===== config.mk =====
export PLATFORM = sky130hd
export DESIGN_NAME = alc_cmp
export DESIGN_NICKNAME = d
export VERILOG_FILES = /design/src/design/alc_pkg.sv /design/src/design/alc_cmp.sv
export SDC_FILE = /design/constraint.sdc
export NUM_CORES = 2
export LEC_CHECK = 0
export ABC_CLOCK_PERIOD_IN_PS = 7700
export BUFFER_PORTS_ARGS = -buffer_cell sky130_fd_sc_hd__clkbuf_2
export CELL_PAD_IN_SITES_DETAIL_PLACEMENT = 0
export CELL_PAD_IN_SITES_GLOBAL_PLACEMENT = 1
export CORE_ASPECT_RATIO = 0.9
export CORE_UTILIZATION = 52
export CTS_CLUSTER_SIZE = 24
export DETAILED_ROUTE_END_ITERATION = 16
export GPL_TIMING_DRIVEN = 0
export PLACE_DENSITY_LB_ADDON = 0.2
export SLEW_MARGIN = 20
export SYNTH_ARGS = -nofsm -noshare
export SYNTH_HDL_FRONTEND = slang
export SYNTH_SLANG_ARGS = --single-unit

===== constraint.sdc =====
create_clock -name clk -period 7.7 [get_ports clk]
set_input_delay 0.77 -clock clk [delete_from_list [all_inputs] [get_ports clk]]
set_output_delay 0.77 -clock clk [all_outputs]
set_load 0.005 [all_outputs]

===== src/design/alc_pkg.sv =====
// Shared types and constants for the average-linkage clusterer.
// Holds the transfer payload structs, the merge candidate struct and register codes.
// No dependencies.
package alc_pkg;

	localparam int POINT_W = 6;
	localparam int LABEL_W = 7;
	localparam int SCORE_W = 32;
	localparam int THR_W   = 31;
	localparam int SUM_W   = 48;
	localparam int ID_W    = 7;
	localparam int SIZE_W  = 7;
	localparam int Q_W     = 2 * SIZE_W;

	localparam logic [SUM_W-1:0] SUM_MAX = {1'b0, {(SUM_W-1){1'b1}}};
	localparam logic [SUM_W-1:0] SUM_MIN = {1'b1, {(SUM_W-1){1'b0}}};

	// configuration register indexes
	localparam logic [1:0] CFG_THRESHOLD = 2'd0;
	localparam logic [1:0] CFG_MISSING   = 2'd1;
	localparam logic [1:0] CFG_MIN_CLUST = 2'd2;
	localparam logic [1:0] CFG_PCOUNT    = 2'd3;

	typedef struct packed {
		logic               kind;
		logic [POINT_W-1:0] first_point;
		logic [POINT_W-1:0] second_point;
		logic [SCORE_W-1:0] score;
	} in_item_t;

	typedef struct packed {
		logic [POINT_W-1:0] point_index;
		logic [LABEL_W-1:0] cluster_label;
		logic               last;
	} out_item_t;

	// one cluster slot as stored in the slot memory
	typedef struct packed {
		logic              active;
		logic [ID_W-1:0]   id;
		logic [SIZE_W-1:0] size;
	} slot_t;

	// a merge candidate: summed distance, size product, ordered ids
	typedef struct packed {
		logic [SUM_W-1:0] sum;
		logic [Q_W-1:0]   q;
		logic [ID_W-1:0]  lo;
		logic [ID_W-1:0]  hi;
	} cand_t;

endpackage


===== src/design/alc_cmp.sv =====
// Exact rational compare of a merge candidate against the threshold and the best so far.
// One registered multiply stage, then the compare. Depends on alc_pkg.
module alc_cmp (
	input  logic                      clk,
	input  logic                      en,
	input  alc_pkg::cand_t            cand,
	input  alc_pkg::cand_t            best,
	input  logic [alc_pkg::THR_W-1:0] threshold,
	output logic                      qualify,
	output logic                      better
);
	import alc_pkg::*;

	localparam int PROD_W = SUM_W + Q_W + 1;
	localparam int THQ_W  = THR_W + Q_W;

	logic [THQ_W-1:0]         thq_s2;
	logic signed [PROD_W-1:0] lhs_s2;
	logic signed [PROD_W-1:0] rhs_s2;

	// cross products: cand.sum * best.q against best.sum * cand.q
	always_ff @(posedge clk) begin
		if (en) begin
			thq_s2 <= {{Q_W{1'b0}}, threshold} * {{THR_W{1'b0}}, cand.q};
			lhs_s2 <= $signed({{(Q_W+1){cand.sum[SUM_W-1]}}, cand.sum})
				* $signed({{(SUM_W+1){1'b0}}, best.q});
			rhs_s2 <= $signed({{(Q_W+1){best.sum[SUM_W-1]}}, best.sum})
				* $signed({{(SUM_W+1){1'b0}}, cand.q});
		end
	end

	// average at most threshold, then ordering with id tie break
	always_comb begin
		qualify = $signed({cand.sum[SUM_W-1], cand.sum})
			<= $signed({{(SUM_W+1-THQ_W){1'b0}}, thq_s2});
		better = (lhs_s2 < rhs_s2) || ((lhs_s2 == rhs_s2) &&
			((cand.lo < best.lo) || ((cand.lo == best.lo) && (cand.hi < best.hi))));
	end

endmodule


==> flow_summary.ini <==
[yosys]
synth-xor-area-share = 0.0220
synth.most_common_cell = inv_1
syn_area_um2 = 67300
yosysUniqueCellTypes = 84
synth_area_leader_cell = fa_1
syn_avg_cell_area_um2 = 9.14
synthArstFlopShare = 0
ys.flop_type = edfxtp_1
synth-seq-area-share = 0.0763
netlist_instances = 7363
synth_top_area_share = 0.461
ys_seq_elements = 171
synth-compound-area-share = 0.0628
synthTopCellsByArea = fa_1 46%, inv_1 9.8%, ha_1 9.4%
synth_top_family_by_area = adder cells
synth-adder-area-share = 0.555
syn_nets = 9605
yosys_warnings = 0
synthMuxAreaShare = 0.000446
synth_edf_count = 171
synth_common_cells = 1761 x inv_1, 1549 x fa_1, 990 x nand2_1
synthSimpleGateAreaFrac = 0.166

[routing]
drc_errors = 0
viasPerCell = 5.51
routedWlPerCell_um = 23.5
vias = 51100
dr.pass1.iters = 6
drt_first_iter_violations = 4213
postRouteAntennaNets = 0
wl_um = 218000

[critical_path]
setup.worst_path.start_class = input port
critPathKind = in -> reg
crit_arrival_ps = 7880
required_ps = 7950
critPathCaptureType = flop
crit_fanout = 10

[floorplan]
dieArea_um2 = 131000
rows = 124
die_h_um = 343
core_um2 = 128000
die-width_um = 381
initial_utilization = 0.527
io_pins = 187

[placed_design]
port_buffers = 158
gp_congestion = 1.00
dpl_cell_area_um2 = 70300
dp_hpwl_um = 186000
post-place-ws_ps = -2340

[sta]
finalSetupViolations = 0
post-route-period-util = 0.991
tightest_slew_ps = 1200
hold_viol_final = 0
rsz0062_at_grt = true
slew_headroom = 0.201
worst_slack_ps = 69.5
report.final.slew_viol_count = 0
finalCriticalPeriod_ps = 7630
tns_ps = 0
clock.fmax_mhz = 131

[clock_tree]
hold_buffers = 0
cts_tree = done
cts_root_buf = clkbuf_16
cts.sinks = 171
cts_buffer_depth = 2
cts_buffers = 17
htreeDepth = 4
clkTransAtPathRegs_ps = 100

[global_routing]
grt_pass1_wl_um = 333000
overflow = 0
track_usage = 0.344
antenna_found_initial = 34
grt_pass1_vias = 54000
grt_start_max_net_pins = 90

[layout]
syn_to_final_growth_pct = 5.98
design_area_um2 = 71300
nNetsFinal = 9781
drive_gt1_frac = 0.0482

[min_path]
hold_path_class = in -> reg
worstHoldStart = threshold[0]
holdPathEnd = thq_s2[0]$_DFFE_PP_
holdPathStages = 2

[run]
drv_cap = 0

[run_status]
status = finished, final reports clean
==> registers in the layout (all words and copies together), names as in the netlist <==
signal	flops
thq_s2	45
rhs_s2	63
lhs_s2	63
==> critical path: stages <==
cell and delay (ps):
clkbuf_2 310, clkbuf_2 390, and2_1 240, fa_1 480, inv_1 60, fa_1 530, inv_1 50, fa_1 480
fa_1 520, fa_1 500, inv_1 50, fa_1 470, inv_1 80, ha_1 410, a21oi_1 400, o21ai_0 400
a21oi_1 310, o211ai_1 190, a221oi_1 430, a21oi_1 140, a2111o_1 400, a21oi_1 180, xnor2_1 90
==> placed cells by master (no fill, tap or decap), types with 46 or more instances in the layout <==
cell      count
a21o_1      121
a21oi_1     203
and2_1      928
clkbuf_1    216
clkbuf_2    247
edfxtp_1    171
fa_1       1549
ha_1        508
inv_1      1761
nand2_1     990
nand4_1      46
nor2_1       93
o21ai_0      92
xnor2_1     114
xor2_1       54
==> worst max-delay path by stage <==
stage	to	depth (start not counted)	slack, ps	startpoint
finish	lhs_s2[59]$_DFFE_PP_	23	70	best[16]
floorplan	thq_s2[43]$_DFFE_PP_	23	840	cand[19]
detailed placement	rhs_s2[62]$_DFFE_PP_	22	-2340	cand[25]
CTS	lhs_s2[48]$_DFFE_PP_	22	2	cand[33]
global placement	rhs_s2[62]$_DFFE_PP_	22	-2760	cand[25]
global route	rhs_s2[62]$_DFFE_PP_	22	-5	cand[22]
==> area by class of cell <==
cell class / count / area, µm²
plain buffers: 337 / 1460
diodes: 17 / 42.5
fillers: 11800 / 56400
inverters: 1761 / 6610
flip-flops and latches: 171 / 5130
multi-input cells: 5086 / 54400
clock inverters: 15 / 206
repair buffers: 165 / 887
clock buffers: 17 / 425
well taps: 1701 / 2130
==> timing repair <==
| action | CTS | global route |
|---|---|---|
| gates cloned | 0 | 0 |
| pin swaps | 1 | 7 |
| gates resized for setup | 98 | 105 |
| endpoints found under the setup margin | 82 | 35 |
| endpoints found under the hold margin | 0 | 0 |
| setup buffers | 0 | 4 |
==> per-layer routing <==
| layer | track usage | wire [µm] |
|---|---|---|
| met2 | 0.538 | 97900 |
| met4 | 0.111 | 7380 |
| met3 | 0.0860 | 22600 |
| met5 | 0 | 142 |
| met1 | 0.471 | 89900 |
==> stage by stage <==
step / hold slack (ps) / cells / util
6_report: 728 / 9270 / 0.559
4_1_cts: 689 / 9253 / 0.557
2_1_floorplan: 882 / 7363 / -
3_3_place_gp: 1190 / 9222 / 0.550
5_1_grt: 731 / 9258 / 0.558
3_5_place_dp: 1190 / 9225 / 0.550
==> cells by family after synthesis <==
group,after synthesis
multiplexers,3
adder cells (fa/ha/maj),2057
AND/OR/NAND/NOR,2219
AO/OA/AOI/OAI,638
buffers and inverters,2106
XOR/XNOR,169
flip-flops,171
Power is left out: the tool's default activity adds up to more than one toggle a clock period on the data nets, which glitch-free logic cannot reach.
